## config.mk

```make
export PLATFORM = sky130hd
export DESIGN_NAME = sds_cell
export DESIGN_NICKNAME = d
export VERILOG_FILES = /design/src/rtl/sds_pkg.sv /design/src/rtl/sds_cell.sv
export SDC_FILE = /design/constraint.sdc
export NUM_CORES = 1
export LEC_CHECK = 0
export BUFFER_PORTS_ARGS = -buffer_cell sky130_fd_sc_hd__buf_2
export CAP_MARGIN = 20
export CORE_MARGIN = 10
export CORE_UTILIZATION = 39
export CTS_CLUSTER_SIZE = 30
export DETAILED_ROUTE_END_ITERATION = 10
export HOLD_SLACK_MARGIN = 0.08
export PLACE_DENSITY = 0.84
export SETUP_SLACK_MARGIN = 0.15
export SYNTH_ARGS = -nofsm -noshare
export SYNTH_HDL_FRONTEND = slang
export SYNTH_SLANG_ARGS = --single-unit
```

## constraint.sdc

```tcl
create_clock -name i_clk -period 2.1 [get_ports i_clk]
set_input_delay 0.21 -clock i_clk [delete_from_list [all_inputs] [get_ports i_clk]]
set_output_delay 0.21 -clock i_clk [all_outputs]
set_load 0.005 [all_outputs]
```

## src/rtl/sds_pkg.sv

```systemverilog
// Package for the sprite depth sort unit: entry and cell control types,
// state encoding, field widths, saturation and floor helpers. No dependencies.
`timescale 1ns / 1ps
`default_nettype none
package sds_pkg;

    localparam int IDX_W  = 6;
    localparam int VAL_W  = 32;
    localparam int PROD_W = 64;
    localparam int FLR_W  = 48;
    localparam int CFG_IDX_W = 3;

    typedef enum logic [2:0] {
        CFG_VIEWER_X  = 3'd0,
        CFG_VIEWER_Y  = 3'd1,
        CFG_FACING_X  = 3'd2,
        CFG_FACING_Y  = 3'd3,
        CFG_PLANE_X   = 3'd4,
        CFG_PLANE_Y   = 3'd5
    } t_cfg_reg;

    typedef struct packed {
        logic [IDX_W-1:0]        idx;
        logic signed [VAL_W-1:0] lat;
        logic signed [VAL_W-1:0] dep;
    } t_entry;

    typedef enum logic [1:0] {
        CELL_HOLD      = 2'd0,
        CELL_TAKE_NEW  = 2'd1,
        CELL_TAKE_PREV = 2'd2,
        CELL_TAKE_NEXT = 2'd3
    } t_cell_mode;

    typedef enum logic [4:0] {
        ST_IDLE, ST_D0, ST_D1, ST_D2, ST_DIVS, ST_DIV,
        ST_REL, ST_P0, ST_P1, ST_P2, ST_P3, ST_P4, ST_P5, ST_P6,
        ST_INS, ST_EMIT
    } t_state;

    // Clamp a 49-bit signed value to the 32-bit signed range.
    function automatic logic signed [VAL_W-1:0] sat49(input logic signed [48:0] v);
        logic hi_zero;
        logic hi_ones;
        begin
            hi_zero = ~|v[48:31];
            hi_ones = &v[48:31];
            if (hi_zero || hi_ones) begin
                sat49 = v[31:0];
            end else if (v[48]) begin
                sat49 = {1'b1, {(VAL_W-1){1'b0}}};
            end else begin
                sat49 = {1'b0, {(VAL_W-1){1'b1}}};
            end
        end
    endfunction

    // floor(p / 2^16) of a signed 64-bit product.
    function automatic logic signed [FLR_W-1:0] floor_q16(input logic signed [PROD_W-1:0] p);
        floor_q16 = p[PROD_W-1:16];
    endfunction

endpackage
`default_nettype wire

```

## src/rtl/sds_cell.sv

```systemverilog
// One cell of the sorted entity chain: holds a single entry and loads it
// from the new entity or from either neighbor. Depends on sds_pkg.
`timescale 1ns / 1ps
`default_nettype none
module sds_cell
    import sds_pkg::*;
(
    input  wire             i_clk,
    input  wire t_cell_mode i_mode,
    input  wire t_entry     i_new,
    input  wire t_entry     i_prev,
    input  wire t_entry     i_next,
    output t_entry          o_entry,
    output logic            o_ge
);

    t_entry r_entry;
    t_entry n_entry;

    always_comb begin
        unique case (i_mode)
            CELL_HOLD:      n_entry = r_entry;
            CELL_TAKE_NEW:  n_entry = i_new;
            CELL_TAKE_PREV: n_entry = i_prev;
            CELL_TAKE_NEXT: n_entry = i_next;
            default:        n_entry = r_entry;
        endcase
    end

    always_ff @(posedge i_clk) begin
        r_entry <= n_entry;
    end

    // Stored entity stays ahead of the new one on equal or greater depth.
    assign o_ge    = (r_entry.dep >= i_new.dep);
    assign o_entry = r_entry;

endmodule
`default_nettype wire

```

* Yosys cells after proc, flatten, opt, wreduce, memory -nomap -nowiden *
Cells that the tools add are included.

word-level totals
  word-level logic and storage cells = 9
  input port bits = 213
  flip-flop bits (word level) = 70
  output and inout port bits = 71

cells by class
  mux-type cells = 1
  reductions and logical operators = 1
  equality and inequality tests = 3
  order comparisons = 1

operator list
  cell                                                 number
  case mux 70 bit (3 select lines)                     1
  greater-or-equal comparator 32 bit                   1
  equality test 2 bit, second input constant           2
  equality test 2 x 1 -> 1 bit, second input constant  1
  logical NOT 2 bit                                    1

* Depth between registers and ports, before layout *
Gate-level depths: netlist (run 1).

  depth after elaboration = 2
  depth in mapped cells = 8
  mapped depth without buffers = 8

* Worst setup path after synthesis (run 1) *
Ideal clock, no wire load.

  path kind = in2reg
  start point = input port i_mode[0]
  end point = register r_entry (netlist bit o_entry[0]) (enable)
  buffers on the path = 2
  data arrival time = 1.648 ns
  cell stages on the path = 3
  path slack = 0.054 ns
  path through = clkbuf_1 buf_2 or2_2

on the way
  longest elaborated chain between the ends = 1

RTL lines
  element               line            text
  start, declared       sds_cell.sv:9   input wire t_cell_mode i_mode,
  logical NOT 2 bit     sds_cell.sv:21  unique case (i_mode)
  end signal, assigned  sds_cell.sv:31  r_entry <= n_entry;
  end, declared         sds_cell.sv:17  t_entry r_entry;

No other way between the ends.
A chain may end at the register's enable or synchronous reset.

* Final worst setup path (run 1) *
  start point = register r_entry (netlist bit o_entry[7])
  end point = output port o_ge

on the way
  longest elaborated chain between the ends = 1

RTL lines
  element                             line            text
  greater-or-equal comparator 32 bit  sds_cell.sv:35  assign o_ge = (r_entry.dep >= i_new.dep);
  end, declared                       sds_cell.sv:14  output logic o_ge

No other way between the ends.

==> results of run 1 <==
[layout by cell type (no fill, tap or decap)]
cell type / synthesis / routed
o22ai_2: 1 / 1
clkinvlp_4: 0 / 3
and3_4: 0 / 1
bufinv_16: 0 / 1
inv_1: 32 / 32
a2111oi_2: 0 / 1
clkinv_2: 0 / 1
or2_4: 0 / 1
a21boi_2: 1 / 1
nand4_1: 6 / 6
nor4_4: 0 / 1
a21oi_2: 0 / 4
o21ai_0: 2 / 1
o211ai_1: 1 / 1
nand4_4: 1 / 1
clkbuf_8: 0 / 9
a21oi_1: 84 / 80
edfxtp_1: 70 / 70
nand2_1: 6 / 6
buf_4: 0 / 10
nor4_1: 1 / 1
nor2_1: 72 / 72
o21ai_1: 0 / 1
o21a_1: 2 / 2
clkinv_1: 0 / 2
o31ai_2: 1 / 1
ha_4: 0 / 10
mux2i_1: 70 / 70
a21o_1: 3 / 3
nand3_1: 3 / 3
ha_1: 32 / 22
buf_2: 7 / 281
a221o_1: 1 / 1
nor2b_1: 2 / 2
buf_12: 0 / 5
[worst max path at each step]
stage	end	slack, ns	cells past startpoint	start
floorplan	o_ge	0.16	7	o_entry[14]$_DFFE_PP_
global placement	o_ge	-0.09	11	i_new[17]
detailed placement	o_ge	-0.19	9	o_entry[19]$_DFFE_PP_
CTS	o_ge	-0.41	9	o_entry[29]$_DFFE_PP_
global route	o_ge	-0.54	8	o_entry[7]$_DFFE_PP_
finish	o_ge	-0.39	9	o_entry[7]$_DFFE_PP_
[cell families after synthesis]
kind of cell             synth area share [%]
adder cells (fa/ha/maj)                 9.174
AO/OA/AOI/OAI                           12.18
flip-flops                              48.17
multiplexers                            16.06
AND/OR/NAND/NOR                         9.404
buffers and inverters                   5.017
[power breakdown]
group / internal [mW] / leakage (nW) / total (mW) / switching, mW
combinational: 0.546 / 2.37 / 1.06 / 0.510
clock: 0.538 / 0.0863 / 1.06 / 0.524
sequential: 1.73 / 0.705 / 1.80 / 0.0721
[per-layer routing]
metal  vias up  routed length, um  GRT usage [%]  part of all wire, %
met5         -                  0              0                    0
met4         0                194          5.090                  1.3
met3        10               1322          7.215                  9.0
met2       167               7806          32.47                   53
met1      1864               5399          17.51                   37
li1       2094                  -              -                    -
[critical path, stage by stage, from the launching register on]
cell and delay (ns):
edfxtp_1 0.44, ha_4 0.30, nand2_1 0.06, buf_4 0.13, nor4_4 0.29, a21boi_2 0.23, o31ai_2 0.10, a21oi_1 0.15
o22ai_2 0.09, buf_2 0.14
[timing repair]
action	4_1_cts	5_1_grt
endpoints found under the setup margin	1	1
resized for setup	16	2
setup buffers	1	0
pin swaps	10	0
[final cells by class]
class                      instances  area, um2
inverter                          32      120.1
clock buffer                       9      123.9
timing repair buffer             296       1582
tap                              140      175.2
fill                             953       4516
clock inverter                     7      65.06
sequential                        70       2102
multi-input combinational        293       2205
[per-stage QoR]
step	instances	TNS, ns
2_1_floorplan	419	0
6_report	847	-0.3901
5_1_grt	847	-0.5400
3_3_place_gp	830	-0.08953
3_5_place_dp	830	-0.1862
4_1_cts	847	-0.4141
==> out/metrics.yaml, run 1 <==
global_route:
  grt_pass1_wl_mm: 22.71
  first_global_vias: 4553
  grt_overflow_total: 0
  grt_usage_pct: 17.51
  grt_max_degree: 106
  antenna_found_initial: 0
placed_design:
  place_ws_ns: -0.1862
  globalplace.congestion: 0.8480
  place_area_um2: 6017
  hpwl_mm: 12.14
  port_buffers: 283
timing:
  finalHoldViolations: 0
  fin_crit_sh_pct: 118.6
  slew_viol_final: 0
  setup_viol: 1
  period_minus_slack_ns: 2.490
  worst_pin_slew_ns: 0.4147
  fmax_ghz: 0.4016
  rsz0062_at_grt: "true"
  hold_ws_ns: 0.1852
  maxSlewHeadroom_pct: 72.36
  setup_slack_ns: -0.3901
power:
  leakage_nw: 3.158
  p_per_area_nw_per_um2: 615.5
  ir_worst_vdd_mv: 0.3455
  power_mw: 3.922
worst_setup_path:
  crit_required_ns: 1.89
  critPathLaunchType: "register"
  critPathArrivalTime_ns: 2.28
  crit_type: "reg -> out"
  worstPathMaxFanout: 2
  endpoint_kind: "primary output"
die:
  io_pins: 284
  die_h_um: 125.8
  placementRows: 38
  die_w_um: 125.8
  core_area_um2: 10890
  start_util_pct: 40.08
  die_area_um2: 15820
clocking:
  numCtsBuffers: 9
  cts_num_sinks: 70
  cts_tree: "built"
  ctsHoldBuffers: 0
  root_buffer: "clkbuf_8"
  clkSlewWorstSetupHoldPaths_ns: 0.08
  clock_path_buffers: 2
  htree_levels: 3
synth:
  syn_area_per_cell_um2: 10.42
  netlist_area_um2: 4364
  synth_warnings: 0
  ys_top_cells_by_area: "edfxtp_1, mux2i_1, a21oi_1, ha_1, nor2_1"
  seq_area_frac_synth_pct: 48.17
  async_flop_share_pct: 0
  synth.ff_latch_count: 70
  syn_inst: 419
  ys_top_cells_by_count: "a21oi_1, nor2_1, edfxtp_1, mux2i_1"
  synth_ff_type: "edfxtp_1"
  synth_top_area_cell: "edfxtp_1"
  synth_nets: 664
  synth_cell_type_count: 26
  synth_top_area_share_pct: 48.17
  yosysMostFrequentCell: "a21oi_1"
  synth-edff-count: 70
flow_run:
  drv_cap: 0
cells_and_area:
  area_growth_pct: 46.01
  finish.net_count: 947
  largest_reg_flops: 70
  postLayoutCellArea_um2: 6372
  drive_above_1_share_pct: 46.96
  fin_util_pct: 58.53
  num_antenna_cells: 0
min_path:
  whs_path_depth: 3
  min_path_type: "in -> reg"
  worstHoldStart: "i_new[46]"
  whs_endpoint: "o_entry[46]$_DFFE_PP_"
routing:
  wire_per_inst_um: 17.38
  vias: 4135
  vias_per_cell: 4.882
  ant_nets: 0
  drt-pass1-iter-count: 4
  drt_wl_total_mm: 14.72
  route.detailed.drc: 0
  drt_iter0_markers: 136
run_status:
  status: "finished, violations left"
  violations: "setup timing"
(Power assumes the default switching activity.)
==> inputs of run 2 (changes only) <==
--- a/config.mk
+++ b/config.mk
@@ -8,11 +8,11 @@
 export BUFFER_PORTS_ARGS = -buffer_cell sky130_fd_sc_hd__buf_2
 export CAP_MARGIN = 20
 export CORE_MARGIN = 10
-export CORE_UTILIZATION = 39
+export CORE_UTILIZATION = 34
 export CTS_CLUSTER_SIZE = 30
 export DETAILED_ROUTE_END_ITERATION = 10
 export HOLD_SLACK_MARGIN = 0.08
-export PLACE_DENSITY = 0.84
+export PLACE_DENSITY = 0.73
 export SETUP_SLACK_MARGIN = 0.15
 export SYNTH_ARGS = -nofsm -noshare
 export SYNTH_HDL_FRONTEND = slang
==> constraint.sdc (replaced) <==
create_clock -name i_clk -period 2.3 [get_ports i_clk]
set_input_delay 0.23 -clock i_clk [delete_from_list [all_inputs] [get_ports i_clk]]
set_output_delay 0.23 -clock i_clk [all_outputs]
set_load 0.005 [all_outputs]
==> out/metrics.yaml, run 2 (same netlist as run 1, synthesis figures left out) <==
run_status:
  status: "finished, violations left"
  violations: "setup timing"
timing:
  worst_pin_slew_ns: 0.6415  # +0.2269 ns
  fin_crit_sh_pct: 106.9
  maxSlewHeadroom_pct: 57.23  # -15 points
  period_minus_slack_ns: 2.459
  fmax_ghz: 0.4067
  setup_slack_ns: -0.1591  # +0.2310 ns
  setup_viol: 1  # unchanged
  rsz0062_at_grt: "true"
  finalHoldViolations: 0  # unchanged
  slew_viol_final: 0  # unchanged
routing:
  vias: 4114  # -0.51%
  route.detailed.drc: 0  # unchanged
  highest_layer: "met4"
  wl_met3_mm: 1.404  # +6.2%
  drt_wl_total_mm: 14.57  # -1.1%
  drt-pass1-iter-count: 4  # unchanged
  route.met2.wl_mm: 7.380  # -5.5%
  met1_length_mm: 5.654  # +4.7%
  vias_per_cell: 4.675  # -4.2%
  wire_per_inst_um: 16.55  # -4.8%
  drt_iter0_markers: 186  # +37%
  ant_nets: 0  # unchanged
cells_and_area:
  fillCellCount: 1193  # +25%
  instances_no_fill: 880  # +3.9%
  postLayoutCellArea_um2: 6578  # +3.2%
  area_growth_pct: 50.72
  num_antenna_cells: 0  # unchanged
  final_common_cell: "buf_2"
  finish.net_count: 948  # +0.11%
  largest_reg_flops: 70  # unchanged
  most-common-layout-cells: "buf_2, a21oi_1, nor2_1"
  drive_above_1_share_pct: 47.03  # +0.075 points
power:
  power_mw: 4.292  # +9.4%
  ir_worst_vdd_mv: 0.3601  # +4.2%
  leakage_nw: 3.240  # +2.6%
  internal-power_mw: 3.234  # +15%
  power_frac_seq_pct: 38.3  # -7.7 points
  p_sw_mw: 1.058  # -4.4%
  p_comb_share_pct: 22.3  # -4.6 points
  swShare_pct: 24.64  # -3.6 points
  p_per_area_nw_per_um2: 652.5  # +6.0%
  clock_power_share_pct: 39.4  # +12 points
clocking:
  htree_levels: 3  # unchanged
  clkSlewWorstSetupHoldPaths_ns: 0.06  # -0.02 ns
  cts_tree: "built"
  ctsHoldBuffers: 0  # unchanged
  root_buffer: "clkbuf_16"
  clock_path_buffers: 2  # unchanged
  cts_num_sinks: 70  # unchanged
  numCtsBuffers: 9  # unchanged
worst_setup_path:
  critPathArrivalTime_ns: 2.23  # -0.05 ns
  cpPeakStageDelay_ns: 0.41  # -0.03 ns
  cp_cell_sequence: "ha_1 > nand4_1 > nor2_1 > a221o_1 > o31ai_4 > and3_4 > o22ai_2 > buf_2"
  crit_start: "o_entry[12]$_DFFE_PP_"
  crit_type: "reg -> out"
  worstPathMaxFanout: 3  # +1
  critPathLaunchType: "register"
  crit_slowest_cell: "edfxtp_1"
  crit_required_ns: 2.07  # +0.18 ns
  endpoint_kind: "primary output"
flow_run:
  drv_cap: 0  # unchanged
placed_design:
  place_area_um2: 6010  # -0.12%
  globalplace.congestion: 0.7915  # -6.7%
  numPlacedInstances: 859  # +3.5%
  port_buffers: 283  # unchanged
  place_ws_ns: -0.04821  # +0.1379 ns
  hpwl_mm: 11.89  # -2.0%
global_route:
  first_global_vias: 4539  # -0.31%
  grt_max_degree: 69  # -35%
  antenna_found_initial: 0  # unchanged
  grt_overflow_total: 0  # unchanged
  grt_usage_pct: 15.75  # -1.8 points
  grt_pass1_wl_mm: 22.67  # -0.18%
die:
  start_util_pct: 34.58  # -5.5 points
  placementRows: 41  # +7.9%
  die_h_um: 133.3  # +6.0%
  core_area_um2: 12620  # +16%
  die_area_um2: 17770  # +12%
  die_w_um: 133.3  # +6.0%
  io_pins: 284  # unchanged
min_path:
  worstHoldStart: "i_new[32]"
  min_path_type: "in -> reg"
==> run 2: area by class of cell <==
cell class	instances	area [um2]	area share (%)
flip-flops and latches	70	2102	31.96
clock inverters	7	136.4	2.073
clock buffers	9	225.2	3.424
multi-input cells	293	2215	33.67
inverters	32	120.1	1.826
well taps	172	215.2	3.272
repair buffers	297	1564	23.78
==> run 2: per-stage QoR <==
| step | utilization (%) | hold WS [ns] | setup TNS [ns] |
|---|---|---|---|
| 6_report | 52.12 | 0.2201 | -0.1591 |
| 5_1_grt | 52.12 | 0.2255 | -0.2643 |
| 4_1_cts | 51.60 | 0.2033 | -0.1758 |
| 3_5_place_dp | 47.62 | 0.5501 | -0.04821 |
| 3_3_place_gp | 47.62 | 0.5463 | -0.01153 |
| 2_1_floorplan | - | 0.4556 | 0 |
==> run 2: per-layer routing <==
layer  up-vias  GRT usage (%)
met3         8          6.955
li1       2095              -
met5         -              0
met2       157          28.22
met4         0          4.051
met1      1854          16.39
==> run 2: path summary, 6_finish.rpt <==
kind	end	depth (start not counted)
setup / recovery	o_ge	8
hold / removal	o_entry[32]$_DFFE_PP_	3
==> run 2: critical path: cells and delay by family (launching register included) <==
family / cells / cell delay, ns
adder cells (fa/ha/maj): 1 / 0.30
flip-flops: 1 / 0.41
AND/OR/NAND/NOR: 3 / 0.47
AO/OA/AOI/OAI: 3 / 0.59
buffers and inverters: 1 / 0.13
==> run 2: repair_timing <==
action                                  4_1_cts  5_1_grt
setup buffers                                 5        0
gates resized for setup                      12        8
cloned                                        0        0
endpoints found under the setup margin        1        1
pin swaps                                    10        3
==> run 2: power by group through the flow <==
| stage | combinational, mW | sequential (mW) | clock, mW |
|---|---|---|---|
| floorplan | 0.403 | 1.68 | 0 |
| global placement | 0.893 | 1.65 | 0 |
| detailed placement | 0.900 | 1.66 | 0 |
| CTS | 0.945 | 1.64 | 1.73 |
| global route | 1.08 | 1.66 | 1.78 |
| finish | 0.957 | 1.64 | 1.69 |
