<file path="config.mk">
export PLATFORM = sky130hd
export DESIGN_NAME = sds_div
export DESIGN_NICKNAME = d
export VERILOG_FILES = /design/src/rtl/sds_pkg.sv /design/src/rtl/sds_div.sv
export SDC_FILE = /design/constraint.sdc
export NUM_CORES = 1
export LEC_CHECK = 0
export BUFFER_PORTS_ARGS = -buffer_cell sky130_fd_sc_hd__buf_4
export CAP_MARGIN = 20
export CORE_UTILIZATION = 50
export CTS_BUF_LIST = sky130_fd_sc_hd__clkbuf_8
export DETAILED_ROUTE_END_ITERATION = 6
export GPL_ROUTABILITY_DRIVEN = 1
export PLACE_DENSITY = 0.72
export SYNTH_ARGS = -nofsm -noshare
export SYNTH_HDL_FRONTEND = slang
export SYNTH_SLANG_ARGS = --single-unit
export TNS_END_PERCENT = 50
</file>
<file path="constraint.sdc">
create_clock -name i_clk -period 3.4 [get_ports i_clk]
set_input_delay 0.68 -clock i_clk [delete_from_list [all_inputs] [get_ports i_clk]]
set_output_delay 0.68 -clock i_clk [all_outputs]
set_load 0.01 [all_outputs]
</file>
<file path="src/rtl/sds_pkg.sv">
// Package for the sprite depth sort unit: entry and cell control types,
// state encoding, field widths, saturation and floor helpers. No dependencies.
`timescale 1ns / 1ps
`default_nettype none
package sds_pkg;

    localparam int IDX_W  = 6;
    localparam int VAL_W  = 32;
    localparam int PROD_W = 64;
    localparam int FLR_W  = 48;
    localparam int CFG_IDX_W = 3;

    typedef enum logic [2:0] {
        CFG_VIEWER_X  = 3'd0,
        CFG_VIEWER_Y  = 3'd1,
        CFG_FACING_X  = 3'd2,
        CFG_FACING_Y  = 3'd3,
        CFG_PLANE_X   = 3'd4,
        CFG_PLANE_Y   = 3'd5
    } t_cfg_reg;

    typedef struct packed {
        logic [IDX_W-1:0]        idx;
        logic signed [VAL_W-1:0] lat;
        logic signed [VAL_W-1:0] dep;
    } t_entry;

    typedef enum logic [1:0] {
        CELL_HOLD      = 2'd0,
        CELL_TAKE_NEW  = 2'd1,
        CELL_TAKE_PREV = 2'd2,
        CELL_TAKE_NEXT = 2'd3
    } t_cell_mode;

    typedef enum logic [4:0] {
        ST_IDLE, ST_D0, ST_D1, ST_D2, ST_DIVS, ST_DIV,
        ST_REL, ST_P0, ST_P1, ST_P2, ST_P3, ST_P4, ST_P5, ST_P6,
        ST_INS, ST_EMIT
    } t_state;

    // Clamp a 49-bit signed value to the 32-bit signed range.
    function automatic logic signed [VAL_W-1:0] sat49(input logic signed [48:0] v);
        logic hi_zero;
        logic hi_ones;
        begin
            hi_zero = ~|v[48:31];
            hi_ones = &v[48:31];
            if (hi_zero || hi_ones) begin
                sat49 = v[31:0];
            end else if (v[48]) begin
                sat49 = {1'b1, {(VAL_W-1){1'b0}}};
            end else begin
                sat49 = {1'b0, {(VAL_W-1){1'b1}}};
            end
        end
    endfunction

    // floor(p / 2^16) of a signed 64-bit product.
    function automatic logic signed [FLR_W-1:0] floor_q16(input logic signed [PROD_W-1:0] p);
        floor_q16 = p[PROD_W-1:16];
    endfunction

endpackage
`default_nettype wire

</file>
<file path="src/rtl/sds_div.sv">
// Restoring divider that forms 2^32 / den one quotient bit per cycle.
// Depends on sds_pkg.
`timescale 1ns / 1ps
`default_nettype none
module sds_div
    import sds_pkg::*;
(
    input  wire               i_clk,
    input  wire               i_rst_n,
    input  wire               i_start,
    input  wire  [VAL_W-1:0]  i_den,
    output logic              o_done,
    output logic [VAL_W:0]    o_quo
);

    logic [VAL_W:0]   r_rem;
    logic [VAL_W:0]   r_quo;
    logic [VAL_W-1:0] r_den;
    logic [5:0]       r_cnt;
    logic             r_busy;
    logic             r_done;
    logic [VAL_W:0]   w_sh;
    logic             w_fit;

    // The dividend is a single one followed by 32 zeros.
    assign w_sh  = {r_rem[VAL_W-1:0], (r_cnt == 6'(VAL_W))};
    assign w_fit = (w_sh >= {1'b0, r_den});

    always_ff @(posedge i_clk) begin
        if (!i_rst_n) begin
            r_busy <= 1'b0;
            r_done <= 1'b0;
        end else begin
            r_done <= 1'b0;
            if (i_start) begin
                r_busy <= 1'b1;
            end else if (r_busy && r_cnt == 6'd0) begin
                r_busy <= 1'b0;
                r_done <= 1'b1;
            end
        end
    end

    always_ff @(posedge i_clk) begin
        if (i_start) begin
            r_rem <= '0;
            r_quo <= '0;
            r_den <= i_den;
            r_cnt <= 6'(VAL_W);
        end else if (r_busy) begin
            r_rem <= w_fit ? (w_sh - {1'b0, r_den}) : w_sh;
            r_quo <= {r_quo[VAL_W-1:0], w_fit};
            r_cnt <= r_cnt - 6'd1;
        end
    end

    assign o_done = r_done;
    assign o_quo  = r_quo;

endmodule
`default_nettype wire

</file>
* Word level (Yosys, flattened, before mapping)
Index checks and enable logic that the tools add are counted.
Operators by class: bitwise gates (word level) 1, $add $sub $neg 2, eq/ne operators 1, shifts and indexed selects 0, reductions and logical operators 4, magnitude comparators 1, multiply operators 0, muxes and demuxes 4, div/mod/pow operators 0
Operators with widths (count):
- $ge 33x32->1 | 1
- $mux 32 | 1
- $sub 32x32->32 | 1
- $eq 6x6->1 const B | 1
- $logic_not 6->1 | 1
- $sub 6x1->6 const B | 1
- $mux 1 | 3
- $reduce_bool 2->1 | 1
- $reduce_or 2->1 | 1
- $logic_and 1x1->1 | 1
- $not 1->1 | 1
Word-level totals: bits in latches 0, input port bits 35, RAM bits 0, memories 0, output and inout bits 34, bits in registers 105, memory bits (read-only) 0

* Depth between registers and ports, before layout
Gate-level depths: netlist (run 1).
depth after elaboration 4, mapped depth 14

* Worst setup path before layout (run 1)
Ideal clock, no wire load.
kind register -> register, from register r_cnt[0], to register r_rem[28], path buffers 0, arrival 2.877 ns, slack 0.401 ns, cell stages (with the launch flop) 15, cells stage by stage dfxtp_1 -> inv_1 -> ha_1 -> nand4b_1 -> ha_1 -> inv_1 -> fa_1 -> a21o_1 -> a221oi_1 -> o21ai_1 -> a21oi_1 -> o21ai_1 -> a211oi_1 -> xor2_1 -> o21ai_1
Between the ends: word-level cells in the longest chain between the ends 3, elaborated cells between the ends (all ways) 4, classes of those cells 1 x add/sub; 1 x order compare; 1 x eq/ne; 1 x mux
RTL lines:
- start, declared | line sds_div.sv:19 | logic [5:0] r_cnt;
- start signal, assigned | line sds_div.sv:49 | r_cnt <= 6'(VAL_W);
- start signal, assigned | line sds_div.sv:53 | r_cnt <= r_cnt - 6'd1;
- $eq 6x6->1 * | line sds_div.sv:26 | assign w_sh = {r_rem[VAL_W-1:0], (r_cnt == 6'(VAL_W))};
- $sub 32x32->32 or $ge 33x32->1 (tied branches) | line sds_div.sv:51, sds_div.sv:27
- $mux 32 * | line sds_div.sv:51 | r_rem <= w_fit ? (w_sh - {1'b0, r_den}) : w_sh;
- end signal, assigned | line sds_div.sv:51
- end, declared | line sds_div.sv:16 | logic [VAL_W:0] r_rem;
Mark *: on every way between the ends. The rest lies on a longest branch, timed or not. A chain may end at the register's enable or synchronous reset.

* Worst setup path after layout (run 1)
from register r_cnt[0], to register r_rem[15]
Same word-level chain as after synthesis.

==> run summary, run 1 <==
DRT Wirelength: 13.1 mm
Area grow syn2layout: 13.1%
Worst Setup Start Kind: register
Post-DR wirelength/cell: 15.7 um
Antenna Violating Nets Remaining: 0
H-tree levels: 3
Final Core Density: 58.0%
CTS Buf Count: 9
Vias: 4728
Post-cts hold buffer count: 0
Max Transition Viols Final: 0
VDD IR-drop max: 360 uV
# setup viols final: 0
Layout net count: 756
HP Class: input pin to register
Library cells used by synthesis: 55
Fin crit share: 93.6%
Starting density of the core: 51.2%
Mean post-synth cell area: 9.19 um2
Tmin final: 3.18 ns
Clock latency on the worst-skew pair: 0.39 ns
Iter 0 DRT Violations: 285
Critical path required time: 3.70 ns
Syn Nets: 704
TritonCTS clock tree: built
Initial antenna violation count: 0
Tot GR Track Use: 22.9%
Critical Path AT: 3.48 ns
# DRC: 0
Worst hold path depth: 1
Hold Vio Cnt, Final: 0
Async SR Flop Fraction: 0%
DR pass1 iterations: 5
Setup total negative slack: 0 ns
Lkg Pwr: 2.78 nW
Crit path kind: register to register
Remaining global-route overflow: 0
Drt via density: 5.67
Io pins: 69
Synth area leader: dfxtp_1
Rel. slew slack: 30.4%
Core ar.: 0.0114 mm2
GR Util met3: 7.35%
CTS root buf: clkbuf_8
Power Total: 2.87 mW
Diodes inserted: 0
Status: finished clean
Clk buf depth: 2
Pwr/cell area: 436 mW/mm2
Die area: 0.0121 mm2
Worst-path clk slew: 0.11 ns
R2R depth: 13
Detail Placement HPWL: 9.43 mm
Non-Filler Instances: 834
Max Clk Rate: 314 MHz
Critical Path End Type: register
Mapped Area: 0.00582 mm2
Number of flops mapped to enable cells by yosys: 32
Most frequent cells after synthesis: nor2_1 (87), dfxtp_1 (73), mux2i_1 (49)
# rows: 39
Layout cell share with drive strength beyond 1: 14.8%
Most Crowded Layer GR: met2
Yosys top cell area share: 25.1%
# Post-CTS Setup Buffers: 0
Placed insts: 818
Die width: 110 um
Max FO, Critical Path: 23
Resized cells post-CTS: 1
RSZ-0062 raised after global routing: false
Clock Skew: 0.0142 ns
Area contributors post-synth: dfxtp_1 (25%), edfxtp_1 (16%), mux2i_1 (8.4%)
Die height: 110 um
Seq/Total Area, Yosys: 41.6%
Synthesis-stage register bit count: 105
Sink Count: 105
Maximum number of pins on one net before global-route repair: 88
Area occupied by multi-input gates: 0.00309 mm2
Fill count: 1028
Global-route wire length before repair: 21.4 mm
Grt met2 use: 37.4%
Met1 track demand over resource: 28.6%
Number of max-cap violations: 0
Count leader, synth: nor2_1
Buffers on Ports: 68
Slew @ Worst Pin: 1.04 ns
Routability cong.: 0.867
YS warnings: 0
Post-synth top flop: dfxtp_1
Cell count after synthesis: 634
Vias in the first global route: 4558
Reg area: 0.00243 mm2
-- critical path, stage by stage, from the launching register on --
cell and delay, ns:
dfxtp_1 0.38, inv_1 0.08, ha_1 0.22, nand4b_1 0.11
ha_1 0.17, nand2b_1 0.15, a211oi_2 0.10, or2_2 0.32
a311oi_4 0.37, nor3_2 0.12, or3_1 0.37, buf_4 0.26
mux2i_1 0.16, a211oi_1 0.26
-- power breakdown --
group          switching, mW  internal [mW]
logic                  0.433          0.305
registers             0.0458           1.37
clock network          0.453          0.272
-- through the flow --
stage | setup WS (ns) | hold WS, ns | area, um2
after floorplan | 0.401 | 0.461 | 5820
after global routing | 0.0136 | 0.431 | 6590
after detailed placement | -0.0115 | 0.492 | 6400
after CTS | 0.122 | 0.440 | 6580
after global placement | 0.210 | 0.480 | 6400
final | 0.217 | 0.458 | 6590
-- metal layers --
layer,share of wire (%),vias up,wire [um]
met2,46,147,6080
met1,45,2201,5920
met5,0,-,0
met4,1.7,0,225
li1,-,2364,-
met3,6.6,16,860
-- cells by family after synthesis --
| group | share of synthesized area [%] |
|---|---|
| and+or+nand+nor | 15.0 |
| muxes | 8.42 |
| DFF | 41.6 |
| AOI/OAI and AO/OA | 16.5 |
| buffers and inverters | 5.76 |
| adders and majority gates | 7.65 |
| xor gates and xnor gates | 5.11 |
-- cells in the final DEF (no fill, tap or decap), types with 2 or more instances in the layout --
cell type   n
nor2_1     87
buf_4      76
dfxtp_1    72
mux2i_1    49
nand2_1    47
inv_1      41
a21oi_1    37
ha_1       34
edfxtp_1   32
xnor2_1    24
a211oi_1   22
o21ai_0    20
a21o_1     12
nand3_1    11
nor3_1     10
xor2_1     10
nand4_1    10
o21ai_1     9
clkbuf_8    9
o21bai_1    7
o211ai_1    6
or3_1       5
a32oi_1     5
a31oi_1     5
nand2b_1    4
inv_6       4
nor4_1      3
a311oi_1    3
nand4b_1    2
and3_1      2
or4_1       2
and2_1      2
or2_2       2
nor3b_1     2
clkinv_2    2
-- path summary, 6_finish.rpt --
path                         start                     end  slack (ns)
min                      i_den[31]     r_den[31]$_DFFE_PP_        0.46
max reg2reg  r_cnt[0]$_SDFFE_PP0P_  r_rem[15]$_SDFFE_PP0P_        0.22
min reg2reg  r_rem[7]$_SDFFE_PP0P_   r_rem[7]$_SDFFE_PP0P_        0.50
max          r_cnt[0]$_SDFFE_PP0P_  r_rem[15]$_SDFFE_PP0P_        0.22
-- state kept, by name, indices dropped and copies added, names as in the netlist --
signal and count:
r_cnt 6, o_quo 33, o_done 1, r_busy 1, r_den 32, r_rem 32
-- area by class of cell --
class | count | area share [%]
Clock buffer | 9 | 1.88
Clock inverter | 7 | 0.740
Inverter | 41 | 2.34
Multi-Input combinational cell | 453 | 46.9
Sequential cell | 105 | 36.8
Tap cell | 143 | 2.72
Timing Repair Buffer | 76 | 8.66
Note: power is estimated with default switching activity, not from simulation.
==> inputs of run 2 (changes only) <==
- REMOVE_ABC_BUFFERS: unset -> 1
==> run 2 against run 1 <==
Routed wire length shrank 0.29%. Highest routed layer unchanged. Sequential power hardly changed. Fmax is 0.94% lower. Largest power group unchanged.
==> run summary, run 2 (synthesized netlist as in run 1, its figures left out) <==
Crit path max-delay cell type: or3_4
Hold endpoint: r_den[7]$_DFFE_PP_
Drt via density: 5.61
CTS Buf Count: 9
Maximum number of pins on one net before global-route repair: 64
Clock Skew: 0.0104 ns
DR pass1 iterations: 5
Max Transition Viols Final: 0
Starting density of the core: 51.2%
Pre-CTS WS: 0.0674 ns
Max FO, Critical Path: 10
Layout net count: 755
CTS root buf: clkbuf_8
# setup viols final: 0
Cells along the critical path: inv_1 > ha_1 > nand4b_1 > ha_1 > nand2b_1 > a211oi_2 > or2_2 > a311oi_4 > nor3_2 > or3_4 > buf_4 > mux2i_1 > a211oi_1
Die area: 0.0121 mm2
Worst Setup Start Kind: register
Critical Path Max Stage Delay: 0.44 ns
Hold path start: i_den[7]
Iter 0 DRT Violations: 205
Area grow syn2layout: 13.9%
VDD IR-drop max: 338 uV
Hold Vio Cnt, Final: 0
Io pins: 69
Crit path kind: register to register
Detail Placement HPWL: 9.51 mm
# rows: 39
Worst hold path depth: 1
Antenna Violating Nets Remaining: 0
Buffers on Ports: 68
Critical R2R Launch: r_cnt[0]$_SDFFE_PP0P_
Worst-path clk slew: 0.11 ns
Initial antenna violation count: 0
CP most frequent cell: ha_1
Die height: 110 um
Critical Path AT: 3.51 ns
Lkg Pwr: 2.79 nW
Post-DR wirelength/cell: 15.7 um
Global-route wire length before repair: 21.2 mm
Number of max-cap violations: 0
TritonCTS clock tree: built
Vias in the first global route: 4440
Post-cts hold buffer count: 0
Sink Count: 105
Most common cell after layout, fill and taps aside: nor2_1
Fin crit share: 94.5%
H-tree levels: 3
Core ar.: 0.0114 mm2
RSZ-0062 raised after global routing: false
R2R depth: 13
Layout cell share with drive strength beyond 1: 14.9%
Diodes inserted: 0
Max Clk Rate: 311 MHz
Most frequent cells in the layout: nor2_1 (87), buf_4 (75), dfxtp_1 (72), mux2i_1 (49), nand2_1 (47)
Slew @ Worst Pin: 0.693 ns
Status: finished clean
Final Worst Setup Slack: 0.187 ns
R2R setup slack: 0.19 ns
Rel. slew slack: 53.6%
Die width: 110 um
Critical path required time: 3.70 ns
Vias: 4671
Tmin final: 3.21 ns
Routability cong.: 0.899
Clock latency on the worst-skew pair: 0.39 ns
# DRC: 0
Tot GR Track Use: 22.7%
Reg-to-Reg End: r_rem[20]$_SDFFE_PP0P_
Final Cell Area: 0.00663 mm2
Critical Path End Type: register
DRT Wirelength: 13.1 mm
Pwr/cell area: 450 mW/mm2
Placed cell area: 0.00639 mm2
Largest register FFs: 33
Clk buf depth: 2
Remaining global-route overflow: 0
HP Class: input pin to register
## run 2: worst max path at each step
stage                                   endpoint                  start  depth (start not counted)
after global routing      r_rem[11]$_SDFFE_PP0P_  r_cnt[0]$_SDFFE_PP0P_                         13
final                     r_rem[20]$_SDFFE_PP0P_  r_cnt[0]$_SDFFE_PP0P_                         13
after detailed placement  r_rem[20]$_SDFFE_PP0P_  r_cnt[0]$_SDFFE_PP0P_                         14
after floorplan            r_cnt[5]$_SDFFE_PP1P_    r_busy$_SDFFE_PN0P_                          4
after global placement    r_rem[28]$_SDFFE_PP0P_  r_cnt[0]$_SDFFE_PP0P_                         14
after CTS                 r_rem[20]$_SDFFE_PP0P_  r_cnt[0]$_SDFFE_PP0P_                         14
## run 2: power breakdown
group | total (mW) | internal [mW] | switching, mW
combinational | 0.727 | 0.303 | 0.424
clock | 0.834 | 0.363 | 0.471
sequential | 1.43 | 1.37 | 0.0601
total | 2.99 | 2.03 | 0.955
## run 2: repair_timing
action                                  4_1_cts  5_1_grt
gates resized for setup                       0        4
buffers inserted                              0        0
endpoints found under the setup margin        0       20
## run 2: area by class of cell
| type | count | area [um2] |
|---|---|---|
| Clock inverter | 7 | 95.1 |
| Tap cell | 143 | 179 |
| Sequential cell | 105 | 2430 |
| Fill cell | 1015 | 4740 |
| Multi-Input combinational cell | 453 | 3090 |
| Inverter | 41 | 154 |
| Timing Repair Buffer | 75 | 563 |
| Clock buffer | 9 | 124 |
## run 2: through the flow
step                      hold WS [ns]  total power, mW  setup TNS [ns]  instances  util, %
final                            0.457             2.99               0        833     58.3
after global routing             0.428             3.15               0        833     58.3
after CTS                        0.426             3.01               0        833     58.1
after detailed placement         0.499             2.16               0        817     56.2
after global placement           0.477             2.15               0        817     56.2
after floorplan                  0.461             1.97          -0.414        599        -
## run 2: per-layer routing
| layer | part of all wire [%] | track usage, % | vias up |
|---|---|---|---|
| met5 | 0 | 0 | - |
| met4 | 1.9 | 8.29 | 0 |
| met3 | 4.0 | 4.45 | 18 |
| met2 | 49 | 39.5 | 120 |
| met1 | 45 | 27.6 | 2179 |
| li1 | - | - | 2354 |
## run 2: critical path: cells and delay by family, from the launching register on
kind,cells,cell delay (ns)
DFF,1,0.38
adders and majority gates,2,0.41
buffers and inverters,2,0.30
muxes,1,0.13
AOI/OAI and AO/OA,3,0.75
and+or+nand+nor,5,1.14
==> inputs of run 3 (changes only) <==
- CAP_MARGIN: 20 -> 40
- RECOVER_POWER: unset -> 50
==> run 3 against run 2 <==
Via count about the same. Total power about the same. Setup slack improved by 0.0079 ns. Die area unchanged. Sequential share of layout area increased by 0.65 points. Critical endpoint is now r_rem[16]$_SDFFE_PP0P_.
==> run summary, run 3 (synthesized netlist as in run 1, its figures left out) <==
Status: finished clean
Fin crit share: 94.3%
Critical Path Max Stage Delay: 0.44 ns
Clk buf depth: 2
Hold Vio Cnt, Final: 0
HP Class: input pin to register
Slew @ Worst Pin: 1.30 ns
Layout cell share with drive strength beyond 1: 10.6%
CTS Buf Count: 9
# rows: 39
Worst-path clk slew: 0.11 ns
Critical Path AT: 3.51 ns
Worst Setup Start Kind: register
Remaining global-route overflow: 0
Sink Count: 105
Crit path max-delay cell type: or3_4
CTS root buf: clkbuf_8
WHS: 0.478 ns
Vias in the first global route: 4440
# DRC: 0
Max Clk Rate: 312 MHz
Rel. slew slack: 13.3%
Layout net count: 755
CP most frequent cell: ha_1
Initial antenna violation count: 0
Post-DR wirelength/cell: 15.5 um
Most common cell after layout, fill and taps aside: nor2_1
Max Transition Viols Final: 0
Die width: 110 um
Pre-CTS WS: 0.0674 ns
Io pins: 69
Lkg Pwr: 2.66 nW
# setup viols final: 0
Drt via density: 5.61
Maximum number of pins on one net before global-route repair: 64
Global-route wire length before repair: 21.2 mm
H-tree levels: 3
Antenna Violating Nets Remaining: 0
Buf/Inv on CP: 2
Tot GR Track Use: 22.7%
Pwr/cell area: 458 mW/mm2
Die area: 0.0121 mm2
Core ar.: 0.0114 mm2
DRT Wirelength: 12.9 mm
Crit path kind: register to register
Largest register FFs: 33
Die height: 110 um
Critical path required time: 3.70 ns
TritonCTS clock tree: built
Critical Path End Type: register
Placed insts: 817
Cells along the critical path: inv_1 > ha_1 > nand4b_1 > ha_1 > nand2b_1 > a211oi_2 > or2_2 > a311oi_4 > nor3_2 > or3_4 > buf_4 > mux2i_1 > a211oi_1
Tmin final: 3.21 ns
Clock latency on the worst-skew pair: 0.39 ns
Buffers on Ports: 68
Detail Placement HPWL: 9.51 mm
Clock Skew: 0.0119 ns
Non-Filler Instances: 833
Iter 0 DRT Violations: 224
RSZ-0062 raised after global routing: false
Area grow syn2layout: 11.9%
Vias: 4672
Post-cts hold buffer count: 0
CP top delay family: simple AND/OR/NAND/NOR gates
DR pass1 iterations: 4
# Post-CTS Setup Buffers: 0
Final Worst Setup Slack: 0.195 ns
Starting density of the core: 51.2%
Routability cong.: 0.899
Number of max-cap violations: 0
Max FO, Critical Path: 10
Fill count: 1045
Diodes inserted: 0
Most frequent cells in the layout: nor2_1 (87), dfxtp_1 (72), mux2i_1 (49), nand2_1 (47), inv_1 (41)
VDD IR-drop max: 338 uV
## run 3: layer usage
layer	vias to the layer above	GRT usage, %	routed length (um)
met4	0	8.29	217
met3	14	4.45	470
li1	2357	-	-
met2	105	39.5	6380
met5	-	0	0
met1	2196	27.6	5870
## run 3: cell type report
| cell class | count | area, um2 | area share [%] |
|---|---|---|---|
| timing repair buffer | 75 | 448 | 6.87 |
| multi-input combinational | 453 | 3090 | 47.4 |
| inverter | 41 | 154 | 2.36 |
| clock buffer | 9 | 124 | 1.90 |
| clock inverter | 7 | 95.1 | 1.46 |
| sequential | 105 | 2430 | 37.2 |
| tap | 143 | 179 | 2.74 |
## run 3: metrics by stage
stage                     setup TNS (ns)  total power, mW  area [um2]  util, %
after floorplan                   -0.414             1.97        5640        -
after global placement                 0             2.15        6390     56.2
after detailed placement               0             2.16        6390     56.2
after CTS                              0             3.01        6610     58.1
after global routing                   0             3.15        6520     57.3
final                                  0             2.99        6520     57.3
## run 3: what timing repair did
action                                 CTS  global route
resized for setup                        0             4
setup endpoints to repair                0            20
endpoints found under the hold margin    0             0
## run 3: worst paths after layout
kind / depth (start not counted) / slack (ns) / startpoint / end
max: 13 / 0.19 / r_cnt[0]$_SDFFE_PP0P_ / r_rem[16]$_SDFFE_PP0P_
min: 1 / 0.48 / i_den[7] / r_den[7]$_DFFE_PP_
max reg2reg: 13 / 0.19 / r_cnt[0]$_SDFFE_PP0P_ / r_rem[16]$_SDFFE_PP0P_
min reg2reg: 2 / 0.51 / r_rem[10]$_SDFFE_PP0P_ / r_rem[10]$_SDFFE_PP0P_
## run 3: power by group
group | switching, mW | leakage, nW | internal (mW)
sequential | 0.0603 | 0.908 | 1.37
clock | 0.474 | 0.111 | 0.363
combinational | 0.423 | 1.64 | 0.300
